===== src/rtl/dual_stack_shared_pool_defines.svh =====
// Assertion macros for the two-stack shared pool block.
// Included by every RTL file that carries concurrent assertions.
// No dependencies.
`ifndef DUAL_STACK_SHARED_POOL_DEFINES_SVH
`define DUAL_STACK_SHARED_POOL_DEFINES_SVH

`ifndef SYNTHESIS
// Property must hold at every clock edge outside reset.
`define DSSP_ASSERT(label, clk, rst_n, prop) \
    label: assert property (@(posedge clk) disable iff (!rst_n) (prop)) \
        else $error("dssp: assertion failed");
// Consequent must hold in the same cycle as the antecedent.
`define DSSP_ASSERT_IMP(label, clk, rst_n, ante, cons) \
    label: assert property (@(posedge clk) disable iff (!rst_n) (ante) |-> (cons)) \
        else $error("dssp: implication failed");
`else
`define DSSP_ASSERT(label, clk, rst_n, prop)
`define DSSP_ASSERT_IMP(label, clk, rst_n, ante, cons)
`endif

`endif


===== src/rtl/dssp_pkg.sv =====
// Shared types and codes for the two-stack shared pool block.
// No dependencies; used by dssp_stack, dssp_pool and the top level.
package dssp_pkg;

    localparam int VALUE_W  = 32;
    localparam int MODE_W   = 2;
    localparam int STATUS_W = 2;

    typedef enum logic [MODE_W-1:0] {
        MODE_PUSH_A = 2'd0,
        MODE_POP_A  = 2'd1,
        MODE_PUSH_B = 2'd2,
        MODE_POP_B  = 2'd3
    } mode_t;

    typedef enum logic [STATUS_W-1:0] {
        ST_OK    = 2'd0,
        ST_FULL  = 2'd1,
        ST_EMPTY = 2'd2
    } status_t;

    typedef struct packed {
        logic push;
        logic pop;
    } stk_ctrl_t;

    typedef struct packed {
        logic alloc;
        logic dealloc;
    } pool_ctrl_t;

endpackage


===== src/rtl/dssp_stack.sv =====
// One stack of slot numbers: register array plus entry count.
// Depends on dssp_pkg.
module dssp_stack #(
    parameter int  DEPTH = 16,
    localparam int IDX_W = $clog2(DEPTH),
    localparam int CNT_W = $clog2(DEPTH + 1)
) (
    input  logic                  clk,
    input  logic                  rst_n,
    input  dssp_pkg::stk_ctrl_t   ctrl,
    input  logic [IDX_W-1:0]      push_slot,
    output logic [IDX_W-1:0]      top_slot,
    output logic [CNT_W-1:0]      count,
    output logic                  empty
);

    logic [IDX_W-1:0] slots_reg [DEPTH];
    logic [CNT_W-1:0] count_reg;
    logic [CNT_W-1:0] count_next;
    logic [CNT_W-1:0] top_idx;

    assign top_idx  = count_reg - CNT_W'(1);
    assign top_slot = slots_reg[top_idx[IDX_W-1:0]];
    assign count    = count_reg;
    assign empty    = (count_reg == '0);

    always_comb
    begin
        count_next = count_reg;
        if (ctrl.push)
        begin
            count_next = count_reg + CNT_W'(1);
        end
        else if (ctrl.pop)
        begin
            count_next = count_reg - CNT_W'(1);
        end
    end

    always_ff @(posedge clk or negedge rst_n)
    begin
        if (!rst_n)
        begin
            count_reg <= '0;
        end
        else
        begin
            count_reg <= count_next;
        end
    end

    // Slot list needs no reset: only entries below the count are read.
    always_ff @(posedge clk)
    begin
        if (ctrl.push)
        begin
            slots_reg[count_reg[IDX_W-1:0]] <= push_slot;
        end
    end

endmodule


===== src/rtl/dssp_pool.sv =====
// Shared slot pool: data slots, used map, lowest-free search and use count.
// Depends on dssp_pkg and dual_stack_shared_pool_defines.svh.
`include "dual_stack_shared_pool_defines.svh"

module dssp_pool #(
    parameter int  DEPTH      = 16,
    parameter int  DATA_WIDTH = 32,
    localparam int IDX_W      = $clog2(DEPTH),
    localparam int CNT_W      = $clog2(DEPTH + 1)
) (
    input  logic                   clk,
    input  logic                   rst_n,
    input  dssp_pkg::pool_ctrl_t   ctrl,
    input  logic [DATA_WIDTH-1:0]  wr_data,
    input  logic [IDX_W-1:0]       pop_slot,
    output logic [IDX_W-1:0]       free_slot,
    output logic [DATA_WIDTH-1:0]  rd_data,
    output logic                   full,
    output logic [CNT_W-1:0]       used_cnt
);

    logic [DATA_WIDTH-1:0] data_mem [DEPTH];
    logic [DEPTH-1:0]      used_reg;
    logic [DEPTH-1:0]      used_next;
    logic [CNT_W-1:0]      used_cnt_reg;
    logic [CNT_W-1:0]      used_cnt_next;

    // Priority encoder: lowest slot whose used bit is clear.
    always_comb
    begin
        free_slot = '0;
        for (int i = DEPTH - 1; i >= 0; i--)
        begin
            if (!used_reg[i])
            begin
                free_slot = IDX_W'(i);
            end
        end
    end

    assign rd_data  = data_mem[pop_slot];
    assign full     = (used_cnt_reg == CNT_W'(DEPTH));
    assign used_cnt = used_cnt_reg;

    always_comb
    begin
        used_next     = used_reg;
        used_cnt_next = used_cnt_reg;
        if (ctrl.alloc)
        begin
            used_next[free_slot] = 1'b1;
            used_cnt_next        = used_cnt_reg + CNT_W'(1);
        end
        else if (ctrl.dealloc)
        begin
            used_next[pop_slot] = 1'b0;
            used_cnt_next       = used_cnt_reg - CNT_W'(1);
        end
    end

    always_ff @(posedge clk or negedge rst_n)
    begin
        if (!rst_n)
        begin
            used_reg     <= '0;
            used_cnt_reg <= '0;
        end
        else
        begin
            used_reg     <= used_next;
            used_cnt_reg <= used_cnt_next;
        end
    end

    always_ff @(posedge clk)
    begin
        if (ctrl.alloc)
        begin
            data_mem[free_slot] <= wr_data;
        end
    end

    `DSSP_ASSERT(used_cnt_matches_map, clk, rst_n, $countones(used_reg) == int'(used_cnt_reg))
    `DSSP_ASSERT_IMP(alloc_only_free, clk, rst_n, ctrl.alloc, !full && !used_reg[free_slot])
    `DSSP_ASSERT_IMP(dealloc_only_used, clk, rst_n, ctrl.dealloc, used_reg[pop_slot])

endmodule


===== src/rtl/dual_stack_shared_pool.sv =====
// Top level: input register, push/pop control over two stacks and the pool,
// result register. Depends on dssp_pkg, dssp_stack, dssp_pool and the defines.
`include "dual_stack_shared_pool_defines.svh"

// The input register holds each transferred item; the result register takes it
// once empty or being drained. Throughput: one item per cycle unless the output
// stalls; the path from the used map through the lowest-free priority encoder
// (POOL_SLOTS entries) to the pool sets the clock.
// Reset (rst_n low, asynchronous) empties both stacks and frees every slot;
// the block takes items in the first cycle after reset, no clearing pass.
module dual_stack_shared_pool #(
    parameter int POOL_SLOTS = 16,
    parameter int DATA_WIDTH = 32
) (
    input  logic        clk,
    input  logic        rst_n,
    input  logic        s_axis_tvalid,
    output logic        s_axis_tready,
    input  logic [31:0] s_axis_tdata,   // [31:0] value
    input  logic [1:0]  s_axis_tuser,   // [1:0] mode
    output logic        m_axis_tvalid,
    input  logic        m_axis_tready,
    output logic [31:0] m_axis_tdata,   // [31:0] value_out
    output logic [1:0]  m_axis_tuser    // [1:0] status
);

    localparam int IDX_W = $clog2(POOL_SLOTS);
    localparam int CNT_W = $clog2(POOL_SLOTS + 1);
    localparam int EXT_W = 64;

    logic                           in_valid_reg;
    dssp_pkg::mode_t                in_mode_reg;
    logic [dssp_pkg::VALUE_W-1:0]   in_value_reg;

    logic                           out_valid_reg;
    logic [dssp_pkg::VALUE_W-1:0]   out_value_reg;
    logic [dssp_pkg::VALUE_W-1:0]   out_value_next;
    dssp_pkg::status_t              out_status_reg;
    dssp_pkg::status_t              out_status_next;

    logic                           advance;
    dssp_pkg::stk_ctrl_t            a_ctrl;
    dssp_pkg::stk_ctrl_t            b_ctrl;
    dssp_pkg::pool_ctrl_t           p_ctrl;
    logic [IDX_W-1:0]               a_top;
    logic [IDX_W-1:0]               b_top;
    logic [CNT_W-1:0]               a_count;
    logic [CNT_W-1:0]               b_count;
    logic                           a_empty;
    logic                           b_empty;
    logic [IDX_W-1:0]               free_slot;
    logic [IDX_W-1:0]               pop_slot;
    logic                           pool_full;
    logic [CNT_W-1:0]               used_cnt;
    logic [CNT_W:0]                 cnt_sum;
    logic [DATA_WIDTH-1:0]          wr_data;
    logic [DATA_WIDTH-1:0]          rd_data;
    logic [EXT_W-1:0]               in_wide;
    logic [EXT_W-1:0]               rd_wide;

    // Move the held item into the result register when that register frees up.
    assign advance       = in_valid_reg && (!out_valid_reg || m_axis_tready);
    assign s_axis_tready = !in_valid_reg || advance;

    assign m_axis_tvalid = out_valid_reg;
    assign m_axis_tdata  = out_value_reg;
    assign m_axis_tuser  = out_status_reg;

    // Sign-extend the input so a wide pool keeps its sign; store low DATA_WIDTH bits.
    assign in_wide = {{(EXT_W - dssp_pkg::VALUE_W){in_value_reg[dssp_pkg::VALUE_W-1]}},
                      in_value_reg};
    assign wr_data = in_wide[DATA_WIDTH-1:0];

    always_comb
    begin
        for (int i = 0; i < EXT_W; i++)
        begin
            rd_wide[i] = rd_data[(i < DATA_WIDTH) ? i : DATA_WIDTH - 1];
        end
    end

    assign pop_slot = (in_mode_reg == dssp_pkg::MODE_POP_B) ? b_top : a_top;

    always_comb
    begin
        a_ctrl          = '0;
        b_ctrl          = '0;
        p_ctrl          = '0;
        out_value_next  = '0;
        out_status_next = dssp_pkg::ST_OK;
        case (in_mode_reg)
            dssp_pkg::MODE_PUSH_A:
            begin
                if (pool_full)
                begin
                    out_status_next = dssp_pkg::ST_FULL;
                end
                else
                begin
                    a_ctrl.push  = advance;
                    p_ctrl.alloc = advance;
                end
            end
            dssp_pkg::MODE_POP_A:
            begin
                if (a_empty)
                begin
                    out_status_next = dssp_pkg::ST_EMPTY;
                end
                else
                begin
                    a_ctrl.pop     = advance;
                    p_ctrl.dealloc = advance;
                    out_value_next = rd_wide[dssp_pkg::VALUE_W-1:0];
                end
            end
            dssp_pkg::MODE_PUSH_B:
            begin
                if (pool_full)
                begin
                    out_status_next = dssp_pkg::ST_FULL;
                end
                else
                begin
                    b_ctrl.push  = advance;
                    p_ctrl.alloc = advance;
                end
            end
            dssp_pkg::MODE_POP_B:
            begin
                if (b_empty)
                begin
                    out_status_next = dssp_pkg::ST_EMPTY;
                end
                else
                begin
                    b_ctrl.pop     = advance;
                    p_ctrl.dealloc = advance;
                    out_value_next = rd_wide[dssp_pkg::VALUE_W-1:0];
                end
            end
            default:
            begin
                out_status_next = dssp_pkg::ST_OK;
            end
        endcase
    end

    dssp_stack #(
        .DEPTH (POOL_SLOTS)
    ) u_stack_a (
        .clk       (clk),
        .rst_n     (rst_n),
        .ctrl      (a_ctrl),
        .push_slot (free_slot),
        .top_slot  (a_top),
        .count     (a_count),
        .empty     (a_empty)
    );

    dssp_stack #(
        .DEPTH (POOL_SLOTS)
    ) u_stack_b (
        .clk       (clk),
        .rst_n     (rst_n),
        .ctrl      (b_ctrl),
        .push_slot (free_slot),
        .top_slot  (b_top),
        .count     (b_count),
        .empty     (b_empty)
    );

    dssp_pool #(
        .DEPTH      (POOL_SLOTS),
        .DATA_WIDTH (DATA_WIDTH)
    ) u_pool (
        .clk       (clk),
        .rst_n     (rst_n),
        .ctrl      (p_ctrl),
        .wr_data   (wr_data),
        .pop_slot  (pop_slot),
        .free_slot (free_slot),
        .rd_data   (rd_data),
        .full      (pool_full),
        .used_cnt  (used_cnt)
    );

    always_ff @(posedge clk or negedge rst_n)
    begin
        if (!rst_n)
        begin
            in_valid_reg  <= 1'b0;
            out_valid_reg <= 1'b0;
        end
        else
        begin
            if (s_axis_tready)
            begin
                in_valid_reg <= s_axis_tvalid;
            end
            if (advance)
            begin
                out_valid_reg <= 1'b1;
            end
            else if (m_axis_tready)
            begin
                out_valid_reg <= 1'b0;
            end
        end
    end

    always_ff @(posedge clk)
    begin
        if (s_axis_tready && s_axis_tvalid)
        begin
            in_mode_reg  <= dssp_pkg::mode_t'(s_axis_tuser);
            in_value_reg <= s_axis_tdata;
        end
        if (advance)
        begin
            out_value_reg  <= out_value_next;
            out_status_reg <= out_status_next;
        end
    end

    assign cnt_sum = {1'b0, a_count} + {1'b0, b_count};

    `DSSP_ASSERT(counts_sum_to_used, clk, rst_n, (cnt_sum == {1'b0, used_cnt}))
    `DSSP_ASSERT_IMP(stall_only_when_blocked, clk, rst_n, !s_axis_tready,
                     in_valid_reg && out_valid_reg && !m_axis_tready)
    `DSSP_ASSERT_IMP(one_stack_per_item, clk, rst_n, a_ctrl.push || a_ctrl.pop,
                     !b_ctrl.push && !b_ctrl.pop)

endmodule

===== config.mk =====
export PLATFORM = sky130hd
export DESIGN_NAME = dual_stack_shared_pool
export DESIGN_NICKNAME = d
export VERILOG_FILES = /design/src/rtl/dssp_pkg.sv /design/src/rtl/dssp_stack.sv /design/src/rtl/dssp_pool.sv /design/src/rtl/dual_stack_shared_pool.sv
export VERILOG_INCLUDE_DIRS = /design/src /design/src/rtl
export SDC_FILE = /design/constraint.sdc
export NUM_CORES = 1
export LEC_CHECK = 0
export BUFFER_PORTS_ARGS = -buffer_cell sky130_fd_sc_hd__buf_4
export CAP_MARGIN = 20
export CORE_MARGIN = 3
export CORE_UTILIZATION = 55
export CTS_BUF_LIST = sky130_fd_sc_hd__clkbuf_4 sky130_fd_sc_hd__clkbuf_8 sky130_fd_sc_hd__clkbuf_16
export CTS_CLUSTER_DIAMETER = 60
export CTS_CLUSTER_SIZE = 30
export DETAILED_ROUTE_END_ITERATION = 6
export GPL_TIMING_DRIVEN = 0
export HOLD_SLACK_MARGIN = 0.03
export PLACE_DENSITY = 0.7
export SLEW_MARGIN = 20
export SYNTH_ARGS = -nofsm -noshare
export SYNTH_HDL_FRONTEND = slang
export SYNTH_HIERARCHICAL = 1
export SYNTH_SLANG_ARGS = --single-unit

===== constraint.sdc =====
create_clock -name clk -period 6 [get_ports clk]
set_input_delay 1.2 -clock clk [delete_from_list [all_inputs] [get_ports clk]]
set_output_delay 1.2 -clock clk [all_outputs]
set_load 0.01 [all_outputs]

==> qor.txt <==
WL final: 62.39 mm
VDD IR max: 482.1 µV
DRT Pass-1 Iters: 7
clk slew on worst S/H paths: 100 ps
Most Crowded Layer GR: met2
fin util: 63.55%
I/O pins: 74
fin cells: 2,263
Largest register FFs: 512
Seq/Total Area, Yosys: 76.60%
crit path max fanout: 10
most common cell after layout, fill and taps aside: edfxtp_1
Async SR Flop Fraction: 4.453%
FF+latch count, synth: 741
Clock Sinks: 741
Hold Crit Class: reg -> reg
Post-Syn Area: 0.02883 mm²
Hold Path Origin: u_stack_a/count[4]$_DFFE_PN0P_
Worst Tran Pin Value: 985.3 ps
most frequent CP cell: buf_2
sequential power share: 31.6%
combinational share of power: 51.0%
accumulated negative setup slack: 0 ps
Routability Congestion: 0.8489
hold path cells: 1
Die H: 235.0 µm
Remaining Overflow, GRT: 0
initial antenna violation count: 0
dominant synthesized flop cell: edfxtp_1
critical path's slowest cell: buf_1
crit path DAT: 6090 ps
main area contributors after synthesis: edfxtp_1 (74%), mux4_2 (14%), dfrtp_1 (2.9%), nand2_1 (1.1%), nor2_1 (0.79%)
Post-DRT Antenna Nets: 0
Hold Path End: u_stack_a/count[4]$_DFFE_PN0P_
final clock skew: 24.75 ps
crit path cell chain: buf_4 -> buf_2 -> inv_1 -> ha_1 -> buf_2 -> buf_1 -> nor2_1 -> a221oi_1 -> a32o_1 -> mux2_2 -> clkbuf_1 -> buf_2 -> buf_1 -> mux4_2 -> mux4_2 -> and3_2
WL/cell: 27.57 µm
fin crit period: 5734 ps
core area: 0.05161 mm²
Design Area, Final: 0.03280 mm²
area of the die: 0.05520 mm²
# rows: 83
Critical Path Max Stage Delay: 660 ps
leakage power: 10.67 nW
Setup CP Type: reg -> reg
Gate Count Post-Synth: 1,387
Fin. Hold Viols: 0
first-pass GRT wire length: 93.14 mm
Worst slew margin: 34.32%
CTS tree: built
fmax: 174.4 MHz
crit path from: u_stack_b/count[0]$_DFFE_PN0P_
die width: 235.0 µm
clock latency on the worst-skew pair: 610 ps
CP endpoint kind: flop
CTS H-tree lvls: 2
layout cells sized above 1: 29.31%
area grow syn2layout: 13.76%
placed wire-length estimate: 40.25 mm
P per Cell Area: 628.0 mW/mm²
met1 Track Usage GR: 32.40%
syn_area_per_cell: 20.79 µm²
Crit Reg-Reg Endpoint: m_axis_tdata[0]$_DFFE_PN_
syn nets: 1,437
period utilization: 95.56%
vias in the first global route: 14,380
run status: complete, no violations
Post-Place Cell Area: 0.03109 mm²
met2 Use GR: 37.39%
DRT iter0 DRCs: 1,741
endpoints failing setup: 0
R2R Setup Slk: 270 ps
Via density: 6.280
IO buf count: 73
FILL cells: 3,403
largest net degree at the start of global routing: 42
P_int: 0.01318 W
Num CTS Buffers: 44
number of synthesized flops with an enable pin: 708
DRC Markers: 0
most frequent cells in the layout: edfxtp_1 (708), mux4_2 (176), buf_4 (89), nand2_1 (87), nor2_1 (48)
met3 global-route usage: 3.533%
clock tree buffer depth: 3
Synth Warn #: 6
Initial Util: 55.86%
RSZ-0062 raised after global routing: no
Yosys cell types: 56
Cell Count Post-Placement: 2,181
DR vias: 14,210
Startpoint Class: flop
max-capacitance violation count: 0
clk root buf: clkbuf_16
worst reg-to-reg path cell count: 16
worst path required time: 6360 ps
Ant. Diodes: 0
Yosys top cell by area: edfxtp_1
reg2reg start: u_stack_b/count[0]$_DFFE_PN0P_
nets: 1,597
Final Max Slew Viols: 0
Sw Share: 36.01%
sw power: 0.007418 W
Synth top area share: 73.74%
gr usage total: 22.72%
Clock Power Share: 17.4%
==> layer usage <==
layer	vias to the layer above	share of wire [%]
li1	5997	-
met1	7485	40
met2	634	50
met3	95	8.0
met4	0	2.2
met5	-	0
==> through the flow <==
stage | hold WS [ps] | worst slack [ps] | power [W]
detailed placement | 463.0 | 170.1 | 0.01722
global route | 521.0 | 4.117 | 0.02153
finish | 471.8 | 266.4 | 0.02060
floorplan | 442.9 | 1307 | 0.01414
global placement | 456.5 | -1988 | 0.01699
CTS | 478.1 | 197.2 | 0.02079
==> worst max-delay path by stage <==
| stage | endpoint | slack (ps) | cells after the start |
|---|---|---|---|
| after floorplan | u_pool/data_mem[9][0]$_DFFE_PP_ | 1310 | 6 |
| after global placement | u_pool/data_mem[9][13]$_DFFE_PP_ | -1990 | 7 |
| after detailed placement | m_axis_tdata[20]$_DFFE_PN_ | 170 | 16 |
| after CTS | m_axis_tdata[20]$_DFFE_PN_ | 200 | 16 |
| after global routing | m_axis_tdata[20]$_DFFE_PN_ | 4 | 16 |
| final | m_axis_tdata[0]$_DFFE_PN_ | 270 | 16 |
==> final cells by class <==
type                       count  area [µm²]  area share, %
multi-input combinational    568        6485          19.77
tap                          680       850.8          2.594
inverter                       8       30.03        0.09156
sequential                   741       22090          67.34
buffer                        70       382.9          1.167
clock inverter                36       548.0          1.671
timing repair buffer         114        1264          3.853
clock buffer                  46        1151          3.510
==> Yosys cell counts (3+ instances only) <==
master      n
clkbuf_1   28
nand3b_1    4
nand2_1    87
nor2_1     61
a32o_1      8
nor2b_1     7
edfxtp_1  708
a21o_1      3
mux2i_1    16
nand3_1    14
mux2_2      6
inv_1       7
o31ai_1     3
o21ai_1     9
nor3_1      9
and3_2     18
o21ai_0    25
o41ai_1     3
nand4_1    15
nand2b_1   15
dfrtp_1    33
buf_6      11
mux4_2    176
a21oi_1     5
clkbuf_2    3
a221oi_1    8
ha_1       11
and3_1     15
xor2_1      9
or2_2       6
buf_2      17
xnor2_1     9
buf_1       9
==> cells by family after synthesis <==
logic type                 share of synthesized area [%]
xor gates and xnor gates                          0.5468
DFF                                                76.60
AOI/OAI and AO/OA                                  1.727
and+or+nand+nor                                    4.574
adders and majority gates                         0.5468
buffers and inverters                              1.415
muxes                                              14.59
==> critical path: cells and delay by family, from the launching register on <==
| family | cells | cell delay [ps] |
|---|---|---|
| fa+ha+maj | 1 | 300 |
| buf+inv | 8 | 2760 |
| mux | 3 | 1080 |
| flops | 1 | 390 |
| simple gates | 2 | 380 |
| compound gates | 2 | 580 |
==> power groups by stage <==
stage / Sequential, W / Clock [W] / Combinational (W)
2_1_floorplan: 0.00663 / 0 / 0.00752
3_3_place_gp: 0.00663 / 0 / 0.0104
3_5_place_dp: 0.00663 / 0 / 0.0106
4_1_cts: 0.00651 / 0.00366 / 0.0106
5_1_grt: 0.00655 / 0.00382 / 0.0112
6_report: 0.00651 / 0.00358 / 0.0105
==> timing repair <==
| item | CTS | global route |
|---|---|---|
| setup endpoints to repair | 0 | 22 |
| setup buffers | 0 | 0 |
| hold buffers | 0 | 0 |
| gates resized for setup | 0 | 9 |
Power figures use the tool's default switching activity.
